$ cat src/sv/skf_pkg.sv
// shared types and constants for the scalar kalman filter core
`default_nettype none
package skf_pkg;

  localparam int COV_W     = 32;
  localparam int DEN_W     = COV_W + 1;
  localparam int REG_IDX_W = 2;

  localparam logic [REG_IDX_W-1:0] REG_PROCESS_NOISE      = 2'd0;
  localparam logic [REG_IDX_W-1:0] REG_MEASUREMENT_NOISE  = 2'd1;
  localparam logic [REG_IDX_W-1:0] REG_INITIAL_COVARIANCE = 2'd2;
  localparam logic [REG_IDX_W-1:0] REG_INITIAL_ESTIMATE   = 2'd3;

  // reset values in whole units, scaled by the fraction width at the top level
  localparam int RST_Q_UNITS = 1;
  localparam int RST_R_UNITS = 10;
  localparam int RST_P_UNITS = 1;
  localparam int RST_X_UNITS = 800;

  typedef struct packed {
    logic inv;
    logic cin;
  } alu_ctl_t;

endpackage
`default_nettype wire

$ cat src/sv/scalar_kalman_filter_core.sv
// one-dimensional kalman filter core on a shared add/subtract unit
// steps: predict, gain denominator, gain divider (FRAC_BITS+1 steps), difference of sample
// and estimate (with a negate step when the sample lies below the estimate), shift-add multiply,
// estimate update, shift-add multiply for the covariance (FRAC_BITS+1 steps for each multiply)
// one sample at a time: next input taken only when idle, also while the previous result waits
// reset: synchronous active-low, loads register defaults and the initial estimate and covariance
`default_nettype none
module scalar_kalman_filter_core #(
  parameter  int SAMPLE_BITS = 12,
  parameter  int FRAC_BITS   = 16,
  localparam int EST_W  = SAMPLE_BITS + FRAC_BITS,
  localparam int GAIN_W = FRAC_BITS + 1,
  localparam int CFG_W  = (EST_W > skf_pkg::COV_W) ? EST_W : skf_pkg::COV_W,
  localparam int IN_TW  = ((SAMPLE_BITS + 7) / 8) * 8,
  localparam int OUT_TW = ((EST_W + GAIN_W + skf_pkg::COV_W + 7) / 8) * 8
) (
  input  wire logic                            clk,
  input  wire logic                            rst_n,
  input  wire logic                            in_tvalid,
  output logic                                 in_tready,
  input  wire logic [IN_TW-1:0]                in_tdata,   // measurement
  input  wire logic [0:0]                      in_tuser,   // restart
  output logic                                 out_tvalid,
  input  wire logic                            out_tready,
  output logic [OUT_TW-1:0]                    out_tdata,  // estimate, gain, covariance
  input  wire logic                            cfg_we,
  input  wire logic [skf_pkg::REG_IDX_W-1:0]   cfg_addr,
  input  wire logic [CFG_W-1:0]                cfg_data
);

  localparam int COV_W = skf_pkg::COV_W;
  localparam int DEN_W = skf_pkg::DEN_W;
  localparam int ALU_W = (EST_W > COV_W + 2) ? EST_W : COV_W + 2;
  localparam int CNT_W = $clog2(FRAC_BITS + 1);

  localparam logic [COV_W-1:0] RST_Q =
    COV_W'(64'(skf_pkg::RST_Q_UNITS) << FRAC_BITS);
  localparam logic [COV_W-1:0] RST_R =
    COV_W'(64'(skf_pkg::RST_R_UNITS) << FRAC_BITS);
  localparam logic [COV_W-1:0] RST_P =
    COV_W'(64'(skf_pkg::RST_P_UNITS) << FRAC_BITS);
  localparam logic [EST_W-1:0] RST_X =
    EST_W'(64'(skf_pkg::RST_X_UNITS) << FRAC_BITS);
  localparam logic [GAIN_W-1:0] GAIN_ONE = {1'b1, {FRAC_BITS{1'b0}}};

  typedef enum logic [3:0] {
    ST_IDLE, ST_PRED, ST_DEN, ST_DIV, ST_DIFF, ST_NEG, ST_MUL, ST_MFIN, ST_UPD, ST_DONE
  } state_t;

  state_t                 state_r;
  logic [COV_W-1:0]       q_r, r_r, p0_r, p_r, pp_r;
  logic [EST_W-1:0]       x0_r, x_r;
  logic [SAMPLE_BITS-1:0] meas_r;
  logic [DEN_W-1:0]       den_r, rem_r;
  logic [GAIN_W-1:0]      q_bits_r, gain_r, mplier_r;
  logic [ALU_W-1:0]       mcand_r, hi_r;
  logic                   rnd_r, up_r, cov_phase_r;
  logic [CNT_W-1:0]       cnt_r;
  logic                   out_valid_r;
  logic [EST_W-1:0]       out_est_r;
  logic [GAIN_W-1:0]      out_gain_r;
  logic [COV_W-1:0]       out_cov_r;

  logic [EST_W-1:0]       target;
  logic [ALU_W-1:0]       alu_a, alu_b;
  skf_pkg::alu_ctl_t      alu_ctl;
  logic [ALU_W:0]         alu_sum;
  logic                   alu_ge;

  assign target = {meas_r, {FRAC_BITS{1'b0}}};
  assign alu_ge = alu_sum[ALU_W];

  always_comb begin
    alu_a   = '0;
    alu_b   = '0;
    alu_ctl = '{inv: 1'b0, cin: 1'b0};
    case (state_r)
      ST_PRED: begin
        alu_a = ALU_W'(p_r);
        alu_b = ALU_W'(q_r);
      end
      ST_DEN: begin
        alu_a = ALU_W'(pp_r);
        alu_b = ALU_W'(r_r);
      end
      ST_DIV: begin
        alu_a   = (cnt_r == '0) ? ALU_W'(rem_r) : ALU_W'({rem_r, 1'b0});
        alu_b   = ALU_W'(den_r);
        alu_ctl = '{inv: 1'b1, cin: 1'b1};
      end
      ST_DIFF: begin
        alu_a   = ALU_W'(target);
        alu_b   = ALU_W'(x_r);
        alu_ctl = '{inv: 1'b1, cin: 1'b1};
      end
      ST_NEG: begin
        alu_a   = ALU_W'(x_r);
        alu_b   = ALU_W'(target);
        alu_ctl = '{inv: 1'b1, cin: 1'b1};
      end
      ST_MUL: begin
        alu_a = hi_r;
        alu_b = mplier_r[0] ? mcand_r : '0;
      end
      ST_MFIN: begin
        alu_a   = hi_r;
        alu_b   = mplier_r[0] ? mcand_r : '0;
        alu_ctl = '{inv: 1'b0, cin: rnd_r};
      end
      ST_UPD: begin
        alu_a   = ALU_W'(x_r);
        alu_b   = hi_r;
        alu_ctl = '{inv: !up_r, cin: !up_r};
      end
      default: begin
        alu_a = '0;
      end
    endcase
  end

  skf_alu #(
    .W (ALU_W)
  ) u_alu (
    .a   (alu_a),
    .b   (alu_b),
    .ctl (alu_ctl),
    .sum (alu_sum)
  );

  always_ff @(posedge clk) begin
    if (!rst_n) begin
      state_r     <= ST_IDLE;
      out_valid_r <= 1'b0;
      q_r         <= RST_Q;
      r_r         <= RST_R;
      p0_r        <= RST_P;
      x0_r        <= RST_X;
      p_r         <= RST_P;
      x_r         <= RST_X;
    end else begin
      if (cfg_we) begin
        case (cfg_addr)
          skf_pkg::REG_PROCESS_NOISE:      q_r  <= cfg_data[COV_W-1:0];
          skf_pkg::REG_MEASUREMENT_NOISE:  r_r  <= cfg_data[COV_W-1:0];
          skf_pkg::REG_INITIAL_COVARIANCE: p0_r <= cfg_data[COV_W-1:0];
          skf_pkg::REG_INITIAL_ESTIMATE:   x0_r <= cfg_data[EST_W-1:0];
          default: ;
        endcase
      end
      if (out_valid_r && out_tready && (state_r != ST_DONE)) begin
        out_valid_r <= 1'b0;
      end
      case (state_r)
        ST_IDLE: begin
          if (in_tvalid) begin
            meas_r <= in_tdata[SAMPLE_BITS-1:0];
            if (in_tuser[0]) begin
              x_r <= x0_r;
              p_r <= p0_r;
            end
            state_r <= ST_PRED;
          end
        end
        ST_PRED: begin
          pp_r    <= alu_sum[COV_W] ? '1 : alu_sum[COV_W-1:0];
          state_r <= ST_DEN;
        end
        ST_DEN: begin
          den_r   <= alu_sum[DEN_W-1:0];
          rem_r   <= {1'b0, pp_r};
          cnt_r   <= '0;
          state_r <= ST_DIV;
        end
        ST_DIV: begin
          rem_r    <= alu_ge ? alu_sum[DEN_W-1:0] : alu_a[DEN_W-1:0];
          q_bits_r <= {q_bits_r[GAIN_W-2:0], alu_ge};
          cnt_r    <= cnt_r + 1'b1;
          if (cnt_r == CNT_W'(FRAC_BITS)) begin
            state_r <= ST_DIFF;
          end
        end
        ST_DIFF: begin
          gain_r      <= (den_r == '0) ? '0 : q_bits_r;
          mplier_r    <= (den_r == '0) ? '0 : q_bits_r;
          hi_r        <= '0;
          cnt_r       <= '0;
          cov_phase_r <= 1'b0;
          up_r        <= alu_ge;
          if (alu_ge) begin
            mcand_r <= alu_sum[ALU_W-1:0];
            state_r <= ST_MUL;
          end else begin
            state_r <= ST_NEG;
          end
        end
        ST_NEG: begin
          mcand_r <= alu_sum[ALU_W-1:0];
          state_r <= ST_MUL;
        end
        ST_MUL: begin
          hi_r     <= alu_sum[ALU_W:1];
          rnd_r    <= alu_sum[0];
          mplier_r <= mplier_r >> 1;
          cnt_r    <= cnt_r + 1'b1;
          if (cnt_r == CNT_W'(FRAC_BITS - 1)) begin
            state_r <= ST_MFIN;
          end
        end
        ST_MFIN: begin
          if (!cov_phase_r) begin
            hi_r    <= alu_sum[ALU_W-1:0];
            state_r <= ST_UPD;
          end else begin
            p_r     <= alu_sum[COV_W-1:0];
            state_r <= ST_DONE;
          end
        end
        ST_UPD: begin
          x_r         <= alu_sum[EST_W-1:0];
          mcand_r     <= ALU_W'(pp_r);
          mplier_r    <= GAIN_ONE - gain_r;
          hi_r        <= '0;
          cnt_r       <= '0;
          cov_phase_r <= 1'b1;
          state_r     <= ST_MUL;
        end
        ST_DONE: begin
          if (!out_valid_r || out_tready) begin
            out_est_r   <= x_r;
            out_gain_r  <= gain_r;
            out_cov_r   <= p_r;
            out_valid_r <= 1'b1;
            state_r     <= ST_IDLE;
          end
        end
        default: begin
          state_r <= ST_IDLE;
        end
      endcase
    end
  end

  assign in_tready  = (state_r == ST_IDLE);
  assign out_tvalid = out_valid_r;
  assign out_tdata  = OUT_TW'({out_cov_r, out_gain_r, out_est_r});

endmodule
`default_nettype wire

$ cat src/sv/skf_alu.sv
// shared add/subtract unit with carry out
`default_nettype none
module skf_alu #(
  parameter int W = 34
) (
  input  wire logic            [W-1:0] a,
  input  wire logic            [W-1:0] b,
  input  wire skf_pkg::alu_ctl_t       ctl,
  output logic                 [W:0]   sum
);

  logic [W-1:0] b_eff;

  assign b_eff = ctl.inv ? ~b : b;
  assign sum   = {1'b0, a} + {1'b0, b_eff} + (W+1)'(ctl.cin);

endmodule
`default_nettype wire

$ cat config.mk
export PLATFORM = sky130hd
export DESIGN_NAME = scalar_kalman_filter_core
export DESIGN_NICKNAME = d
export VERILOG_FILES = /design/src/sv/skf_pkg.sv /design/src/sv/scalar_kalman_filter_core.sv /design/src/sv/skf_alu.sv
export SDC_FILE = /design/constraint.sdc
export NUM_CORES = 1
export LEC_CHECK = 0
export BUFFER_PORTS_ARGS = -buffer_cell sky130_fd_sc_hd__buf_2
export CORE_MARGIN = 2
export CORE_UTILIZATION = 37
export DETAILED_ROUTE_END_ITERATION = 10
export PLACE_DENSITY = 0.49
export SLEW_MARGIN = 20
export SYNTH_ARGS = -nofsm -noshare
export SYNTH_HDL_FRONTEND = slang
export SYNTH_SLANG_ARGS = --single-unit
$ cat constraint.sdc
create_clock -name clk -period 14 [get_ports clk]
set_clock_uncertainty 0.15 [all_clocks]
set_input_delay 2.8 -clock clk [delete_from_list [all_inputs] [get_ports clk]]
set_output_delay 2.8 -clock clk [all_outputs]
set_load 0.02 [all_outputs]
After elaboration in Yosys (flattened, before gate mapping)
Index checks and enable logic that the tools add are counted.

word-level totals
  logic and storage cells = 128
  flip-flop bits (word level) = 503
  bits of input ports = 56

operators by class
  bitwise gates (word level) = 1
  multiplexer cells = 33
  add/sub/neg operators = 4
  reductions and logical operators = 43
  equality and inequality tests = 23

operators by type and width
  cell                                                                   number
  34-bit one-hot mux with 7 select lines                                 1
  34-bit one-hot mux with 3 select lines                                 2
  34-bit one-hot mux with 6 select lines                                 1
  34-bit 2-to-1 mux                                                      5
  32-bit 2-to-1 mux                                                      3
  33-bit one-hot mux with 2 select lines                                 1
  32-bit one-hot mux with 2 select lines                                 1
  28-bit 2-to-1 mux                                                      2
  28-bit one-hot mux with 2 select lines                                 1
  17-bit one-hot mux with 3 select lines                                 1
  4-bit one-hot mux with 9 select lines                                  1
  34-bit by 34-bit adder with 35-bit output                              1
  35-bit by 1-bit adder with 35-bit output                               1
  34-bit NOT                                                             1
  33-bit logical NOT                                                     1
  33-bit 2-to-1 mux                                                      1
  2-bit AND reduction                                                    13
  17-bit 2-to-1 mux                                                      1
  17-bit subtractor, first input constant                                1
  4-bit by 3-bit equality test with 1-bit output, second input constant  4
  4-bit 2-to-1 mux                                                       4
  3-bit AND reduction                                                    5
  2-bit inequality test, second input constant                           7
  5-bit one-hot mux with 2 select lines                                  1
  other kinds (25)                                                       44

Longest topological paths before layout
Gate-level depths: netlist of the first run.

  depth after elaboration = 9
  gate-level depth with buffers = 20
  mapped depth without buffers = 17

Hierarchy
Synthesis of the first run repeated with hierarchy kept, for this count alone.

second synthesis, totals
  cell total of the unflattened synthesis = 2391
  area, all modules = 24330.8 um^2

modules (own cells, without submodules)
  module                     instances  cells each  area an instance (um^2)
  scalar_kalman_filter_core  1          2088        22157.5
  skf_alu                    1          303         2173.3

Least setup slack after synthesis of the first run
No wires, ideal clock.

  path kind = input to register
  from = in rst_n
  to = reg out_cov_r[0] (enable)
  stages on the path = 4
  library setup time = 623 ps
  setup slack = 4327 ps
  data arrival time = 8900 ps
  path through = inv_1 -> clkbuf_1 -> clkbuf_1 -> nor3b_1

on the way
  word-level cells in the longest chain between the ends = 1

RTL lines
  element                        line                              RTL
  start: declaration             scalar_kalman_filter_core.sv:18   input wire logic rst_n,
  3-bit AND reduction (no line)  --
  end signal: assignment         scalar_kalman_filter_core.sv:231  out_cov_r <= p_r;
  end: declaration               scalar_kalman_filter_core.sv:62   logic [COV_W-1:0] out_cov_r;

Every way passes these cells.
A chain may end at the register's enable or synchronous reset.

Final worst setup path of the first run
  from = reg state_r[0]
  to = reg mcand_r[30] (enable)

on the way
  word-level cells in the longest chain between the ends = 9
  elaborated cells on any way between the ends = 21
  classes of those cells = 2 x add/sub; 9 x eq/ne; 4 x mux; 1 x bitwise; 5 x reduce/logical

RTL lines
  element                                         line                              RTL
  start: declaration                              scalar_kalman_filter_core.sv:50   state_t state_r;
  start signal: assignment                        scalar_kalman_filter_core.sv:132  state_r <= ST_IDLE;
  start signal: assignment                        scalar_kalman_filter_core.sv:161  state_r <= ST_PRED;
  start signal: assignment                        scalar_kalman_filter_core.sv:166  state_r <= ST_DEN;
  4-bit by 3-bit equality test with 1-bit output  scalar_kalman_filter_core.sv:77   case (state_r)
  2-bit OR reduction (no line)                    --
  34-bit one-hot mux with 7 select lines          scalar_kalman_filter_core.sv:77
  34-bit NOT                                      skf_alu.sv:14                     assign b_eff = ctl.inv ? ~b : b;
  34-bit 2-to-1 mux                               skf_alu.sv:14
  34-bit by 34-bit adder with 35-bit output       skf_alu.sv:15                     assign sum = {1'b0, a} + {1'b0, b_eff} + (W+1)'(ctl.cin);
  35-bit by 1-bit adder with 35-bit output        skf_alu.sv:15
  2-bit inequality test (no line)                 --
  3-bit AND reduction (no line) (*)               --
  end signal: assignment                          scalar_kalman_filter_core.sv:190  mcand_r <= alu_sum[ALU_W-1:0];
  end signal: assignment                          scalar_kalman_filter_core.sv:197  mcand_r <= alu_sum[ALU_W-1:0];
  end signal: assignment                          scalar_kalman_filter_core.sv:220  mcand_r <= ALU_W'(pp_r);
  end: declaration                                scalar_kalman_filter_core.sv:56   logic [ALU_W-1:0] mcand_r, hi_r;

Every way passes the cells marked *; elsewhere a longest branch is shown, timed or not.

==> flow_summary.toml, run 1 <==
[die]
die_y_um = 258.6
core_area_um2 = 64230
io_pins = 138
die_x_um = 258.6
rows = 93
die_area_um2 = 66860
initial_utilization = 0.3733

[routing]
first_pass_iters = 8
vias = 20010
finalWirelength_um = 89520
wl_per_cell_um = 26.48
drc = 0
drtAntennaViolNets = 0
drtIter0Drc = 2397
viasPerCell = 5.917

[setup_path]
worstPathArrival_ns = 6.93
end_kind = "flop"
path_class = "reg -> reg"
critPathMaxFanout = 45
r2r_end = "mcand_r[30]"
crit_chain = "nand2b_1 > nor2_4 > buf_4 > buf_4 > a222oi_1 > nand2_1 > xor2_1 > fa_1 > fa_1 > nor2b_1 > o31ai_2 > a211o_1 > a211oi_4 > a211oi_4 > a21oi_4 > buf_4"
startpoint_type = "flop"
cp_data_required_time_ns = 14.10
cpLargestDelayFamily = "compound AO/OA/AOI/OAI gates"
path_buf_inv = 3
slowest_delay_ns = 0.74
reg2reg_slack_ns = 7.17
worstRegToRegCells = 16
cp_slowest_cell = "dfxtp_1"
worstReg2RegStart = "state_r[0]"
cpMostUsedCell = "buf_4"

[clock_tree]
cts.path.max_buffers = 3
htreeDepth = 2
cts_root_buf = "clkbuf_16"
cts_sinks = 503
postCtsHoldBufs = 0
cts_resized = 0
clock_latency_ns = 0.62
numCtsBuffers = 55
clk_pin_slew_worst_paths_ns = 0.06
post-cts-setup-buffers = 0
cts_tree = "built"

[yosys]
syn_inst = 2422
yosys_most_used_dff = "edfxtp_1"
async_flop_share = 0
synth_cell_types = 85
synth_edf_count = 314
syn_area_um2 = 23980
synth_seq_cells = 503
ys_warn_count = 0
yosysSeqAreaShare = 0.5510
avgSynthCellArea_um2 = 9.900

[pwr]
ir_worst_vdd_uv = 110.7
p_leak_nw = 9.887
powerDensity_nw_per_um2 = 215.3

[hold_path]
hold_path_class = "reg -> reg"
holdCritStartpoint = "q_bits_r[0]"
min_to = "q_bits_r[1]"
min_path_cells = 0

[sta]
maxSlewHeadroom = 0.1941
rsz0062_at_grt = "false"
setup_viol = 0
period_share = 0.4878
finalCriticalPeriod_ns = 6.830
whs_ns = 0.2880
final_max_slew_viol_count = 0
setup_tns_ns = 0
hold_viol_final = 0
tightest_slew_ns = 1.205
setup_ws_ns = 7.171
fmax_mhz = 146.4

[final_layout]
multi_input_area_um2 = 9978
seqCellArea_um2 = 13210
fin_nets = 2572
drive_gt1_frac = 0.1327
areaGrowthSynthToFinish_pct = 14.04
fillers = 6282
postLayoutCoreUtil = 0.4257

[global_routing]
antenna_found_initial = 10
grt_max_degree = 90
grt_pass1_vias = 19020
track_usage = 0.2631
grt.overflow.total = 0
grt_pass1_wl_um = 129800

[placement]
dp_hpwl_um = 56240
pre_cts_slack_ns = 7.270
gp_congestion = 0.8853
port_buffers = 130

[run]
drv_cap = 0

[status]
status = "completed"
==> per-layer routing <==
layer / share of wire / routed length [um] / vias up / global-route usage
li1: - / - / 9017 / -
met1: 0.41 / 36360 / 9897 / 0.3420
met2: 0.48 / 43230 / 933 / 0.4440
met3: 0.074 / 6603 / 160 / 0.04030
met4: 0.037 / 3321 / 0 / 0.09634
met5: 0 / 0 / - / 0
==> registers in the layout (all words and copies together), names as in the netlist, 5 cells and up <==
register / cells
out_cov_r: 32
den_r: 33
hi_r: 34
out_est_r: 28
x0_r: 28
gain_r: 17
q_bits_r: 17
q_r: 32
mplier_r: 17
rem_r: 33
r_r: 32
pp_r: 32
mcand_r: 34
cnt_r: 5
meas_r: 12
x_r: 28
p0_r: 32
out_gain_r: 17
p_r: 32
==> Yosys cell counts, types with 6 or more instances <==
| cell type | number | area share |
|---|---|---|
| a21o_1 | 21 | 0.0066 |
| a21oi_1 | 263 | 0.055 |
| a221o_1 | 8 | 0.0033 |
| a222oi_1 | 81 | 0.034 |
| a22oi_1 | 39 | 0.012 |
| a311oi_1 | 11 | 0.0040 |
| a31oi_1 | 11 | 0.0029 |
| and2_1 | 24 | 0.0063 |
| and3_1 | 13 | 0.0034 |
| buf_1 | 13 | 0.0020 |
| buf_2 | 21 | 0.0044 |
| buf_4 | 8 | 0.0025 |
| clkbuf_1 | 135 | 0.021 |
| dfxtp_1 | 189 | 0.16 |
| edfxtp_1 | 314 | 0.39 |
| ha_1 | 37 | 0.019 |
| inv_1 | 53 | 0.0083 |
| mux2i_1 | 38 | 0.016 |
| nand2_1 | 504 | 0.079 |
| nand2b_1 | 10 | 0.0026 |
| nand3_1 | 39 | 0.0081 |
| nand4_1 | 6 | 0.0016 |
| nor2_1 | 129 | 0.020 |
| nor2b_1 | 8 | 0.0021 |
| nor3_1 | 21 | 0.0044 |
| nor4_1 | 11 | 0.0029 |
| o2111ai_1 | 16 | 0.0058 |
| o211ai_1 | 39 | 0.012 |
| o21a_1 | 13 | 0.0041 |
| o21ai_0 | 122 | 0.025 |
| o21ai_1 | 16 | 0.0033 |
| o22ai_1 | 15 | 0.0039 |
| or2_2 | 6 | 0.0016 |
| or3_1 | 6 | 0.0016 |
| or4_1 | 6 | 0.0019 |
| xnor2_1 | 51 | 0.019 |
| xor2_1 | 20 | 0.0073 |
==> final cells by class <==
cell class | instances | share of cell area
antenna | 2 | 0.0001830
clock buffer | 77 | 0.05825
clock inverter | 27 | 0.01002
inverter | 54 | 0.007596
multi-input combinational | 1686 | 0.3649
sequential | 503 | 0.4832
tap | 855 | 0.03912
timing repair buffer | 177 | 0.03670
==> how the worst max path moves through the flow <==
stage,from,end,slack [ns],cells past startpoint
2_1_floorplan,rst_n,out_cov_r[0],4.33,4
3_3_place_gp,state_r[0],mcand_r[7],7.27,16
3_5_place_dp,state_r[0],mcand_r[7],7.27,16
4_1_cts,state_r[0],mcand_r[30],7.23,16
5_1_grt,state_r[3],rem_r[1],6.93,17
6_report,state_r[0],mcand_r[30],7.17,16
==> kinds of logic (layout without fill, tap and decap cells) <==
| group | count (synthesis) | count (layout) | share of synthesized area |
|---|---|---|---|
| simple gates | 815 | 815 | 0.1468 |
| flops | 503 | 503 | 0.5510 |
| xor+xnor | 72 | 72 | 0.02661 |
| fa+ha+maj | 39 | 39 | 0.02098 |
| mux | 41 | 41 | 0.01727 |
| other cells | 1 | 5 | 0.0001564 |
| compound gates | 716 | 716 | 0.1978 |
| buf+inv | 235 | 335 | 0.03934 |
==> power by group <==
part | internal [mW] | total (mW) | switching, mW | leakage, nW
Sequential | 1.99 | 2.17 | 0.175 | 4.43
Combinational | 0.684 | 2.21 | 1.53 | 4.52
Clock | 0.885 | 1.51 | 0.621 | 0.931
Total | 3.56 | 5.89 | 2.32 | 9.89
==> layout by cell type (no fill, tap or decap), types with 18 or more instances in the layout <==
cell type	n
mux2i_1	38
clkbuf_16	58
inv_1	51
nor3_1	18
ha_1	37
edfxtp_1	314
buf_4	47
dfxtp_1	189
xnor2_1	51
xor2_1	20
nor2_1	122
nand3_1	37
a21oi_1	262
o21ai_0	121
and2_1	24
o211ai_1	39
a21o_1	21
a22oi_1	39
buf_2	130
a222oi_1	81
nand2_1	503
==> worst reg2reg max path, cell delays in order, from the launching register on <==
cell and delay, ns:
dfxtp_1 0.74, nand2b_1 0.37, nor2_4 0.22, buf_4 0.42, buf_4 0.64, a222oi_1 0.26, nand2_1 0.15, xor2_1 0.09
fa_1 0.49, fa_1 0.43, nor2b_1 0.21, o31ai_2 0.14, a211o_1 0.40, a211oi_4 0.40, a211oi_4 0.13, a21oi_4 0.63
buf_4 0.59
==> through the flow <==
step	power [mW]	instance area, um2	instances
after floorplan	3.626	23990	2424
after global placement	4.342	25470	3275
after detailed placement	4.371	25470	3275
after CTS	5.879	27330	3379
after global routing	6.192	27340	3381
final	5.888	27340	3381
No activity file was read; power rests on OpenSTA's default activity.
==> run 2, diff against run 1 <==
--- a/config.mk
+++ b/config.mk
@@ -9,7 +9,7 @@
 export CORE_MARGIN = 2
 export CORE_UTILIZATION = 37
 export DETAILED_ROUTE_END_ITERATION = 10
-export PLACE_DENSITY = 0.49
+export PLACE_DENSITY = 0.51
 export SLEW_MARGIN = 20
 export SYNTH_ARGS = -nofsm -noshare
 export SYNTH_HDL_FRONTEND = slang
==> constraint.sdc (replaced) <==
create_clock -name clk -period 5.8 [get_ports clk]
set_clock_uncertainty 0.15 [all_clocks]
set_input_delay 1.16 -clock clk [delete_from_list [all_inputs] [get_ports clk]]
set_output_delay 1.16 -clock clk [all_outputs]
set_load 0.02 [all_outputs]
==> flow_summary.toml, run 2 (same netlist as run 1, synthesis figures left out) <==
[die]
die_area_um2 = 66860
initial_utilization = 0.3733
rows = 93
core_area_um2 = 64230
io_pins = 138
die_y_um = 258.6
die_x_um = 258.6

[sta]
final_max_slew_viol_count = 0
setup_tns_ns = 0
rsz0062_at_grt = "false"
finalCriticalPeriod_ns = 5.430
maxSlewHeadroom = 0.2156
tightest_slew_ns = 1.175
fmax_mhz = 184.1
hold_viol_final = 0
period_share = 0.9363
setup_viol = 0

[placement]
port_buffers = 130
gp_congestion = 0.9082
dp_hpwl_um = 57790
dp_cells = 3310

[clock_tree]
numCtsBuffers = 55
postCtsHoldBufs = 0
post-cts-setup-buffers = 0
cts_sinks = 503
clock_latency_ns = 0.62
cts_resized = 0
cts_tree = "built"
cts.path.max_buffers = 3
cts_root_buf = "clkbuf_16"
htreeDepth = 2
clk_pin_slew_worst_paths_ns = 0.06

[routing]
finalWirelength_um = 89460
viasPerCell = 5.926
wl_per_cell_um = 26.19
vias = 20240
drc = 0
drtAntennaViolNets = 0
first_pass_iters = 9
drtIter0Drc = 2387

[setup_path]
reg2reg_slack_ns = 0.37
end_kind = "flop"
critPathCapture = "pp_r[26]"
path_class = "reg -> reg"
worstReg2RegStart = "state_r[3]"
cpMostUsedCell = "fa_1"
cp_data_required_time_ns = 5.99
r2r_end = "pp_r[26]"
worstRegToRegCells = 16
cp_slowest_cell = "nor2_4"
worstPathArrival_ns = 5.62
critPathLaunch = "state_r[3]"
slowest_delay_ns = 0.81
crit_chain = "buf_4 > nand3b_1 > a21oi_1 > nor2_4 > xor2_1 > fa_1 > fa_1 > nor2b_1 > o31ai_2 > a211o_1 > a211oi_4 > o211ai_1 > o211ai_2 > xnor2_4 > buf_12 > nand2_1"
startpoint_type = "flop"
critPathMaxFanout = 23

[final_layout]
fin_nets = 2607
areaGrowthSynthToFinish_pct = 15.67
finalNonFillerCells = 3416
reg_top3 = "hi_r x34, mcand_r x34"
final_cell_mix = "504 x nand2_1, 314 x edfxtp_1, 262 x a21oi_1"
drive_gt1_frac = 0.1422
layout_commonest_cell = "nand2_1"

[global_routing]
grt_pass1_wl_um = 130800
antenna_found_initial = 8
grt_max_degree = 78
track_usage = 0.2624
grt_pass1_vias = 19590
grt.overflow.total = 0

[status]
status = "completed"

[pwr]
powerDensity_nw_per_um2 = 524.0
ir_worst_vdd_uv = 277.5
p_leak_nw = 10.08

[run]
drv_cap = 0

[hold_path]
hold_path_class = "reg -> reg"
[run 2: changes by cell type in the layout (fill, tap and decap cells not counted), moves of 2 or more]
| cell | before | now |
|---|---|---|
| clkbuf_1 | 12 | 16 |
| clkinv_2 | 17 | 12 |
| buf_12 | 0 | 11 |
| clkinvlp_4 | 1 | 3 |
| buf_4 | 47 | 70 |
| clkbuf_8 | 7 | 5 |
[run 2: power by group]
part	switching (mW)	total, mW	internal [mW]
clock	1.50	3.64	2.14
sequential	0.412	5.23	4.81
combinational	3.80	5.67	1.87
total	5.71	14.5	8.82
[run 2: worst min path at each step]
stage | to | startpoint | slack (ns) | depth (start not counted)
2_1_floorplan | q_bits_r[10] | q_bits_r[9] | 0.27 | 0
3_3_place_gp | q_bits_r[8] | q_bits_r[7] | 0.27 | 0
3_5_place_dp | q_bits_r[9] | q_bits_r[8] | 0.28 | 0
4_1_cts | q_bits_r[9] | q_bits_r[8] | 0.29 | 0
5_1_grt | q_bits_r[11] | q_bits_r[10] | 0.30 | 0
6_report | q_bits_r[9] | q_bits_r[8] | 0.29 | 0
[run 2: final cells by class]
cell class	count	area (um2)
Fill cell	6273	36500
Sequential cell	503	13210
Multi-Input combinational cell	1686	9977
Clock buffer	78	1555
Timing Repair Buffer	212	1408
Tap cell	855	1070
Clock inverter	26	300.3
Inverter	54	207.7
Antenna cell	2	5.005
[run 2: per-stage QoR]
stage	setup WS [ns]	power, mW	hold WS, ns	utilization	instance area, um2
3_3_place_gp	0.4409	10.75	0.2748	0.4027	25870
5_1_grt	0.1197	15.25	0.2964	0.4318	27730
6_report	0.3696	14.53	0.2921	0.4318	27740
4_1_cts	0.3794	14.50	0.2922	0.4317	27730
2_1_floorplan	0.3338	8.751	0.2674	-	23990
3_5_place_dp	0.4088	10.86	0.2772	0.4028	25870
[run 2: routing by layer]
metal | vias to the layer above | track usage | wire length, um
met5 | - | 0 | 0
met4 | 0 | 0.1048 | 3530
met2 | 1010 | 0.4508 | 43400
met3 | 200 | 0.03404 | 6216
met1 | 9943 | 0.3346 | 36310
li1 | 9090 | - | -
[run 2: worst max-delay path, delay by kind of cell, from the launching register on]
kind	cells	cell delay (ns)
AO/OA/AOI/OAI	6	1.42
XOR/XNOR	2	0.57
adder cells (fa/ha/maj)	2	0.94
buffers and inverters	2	0.46
flip-flops	1	0.39
AND/OR/NAND/NOR	4	1.19
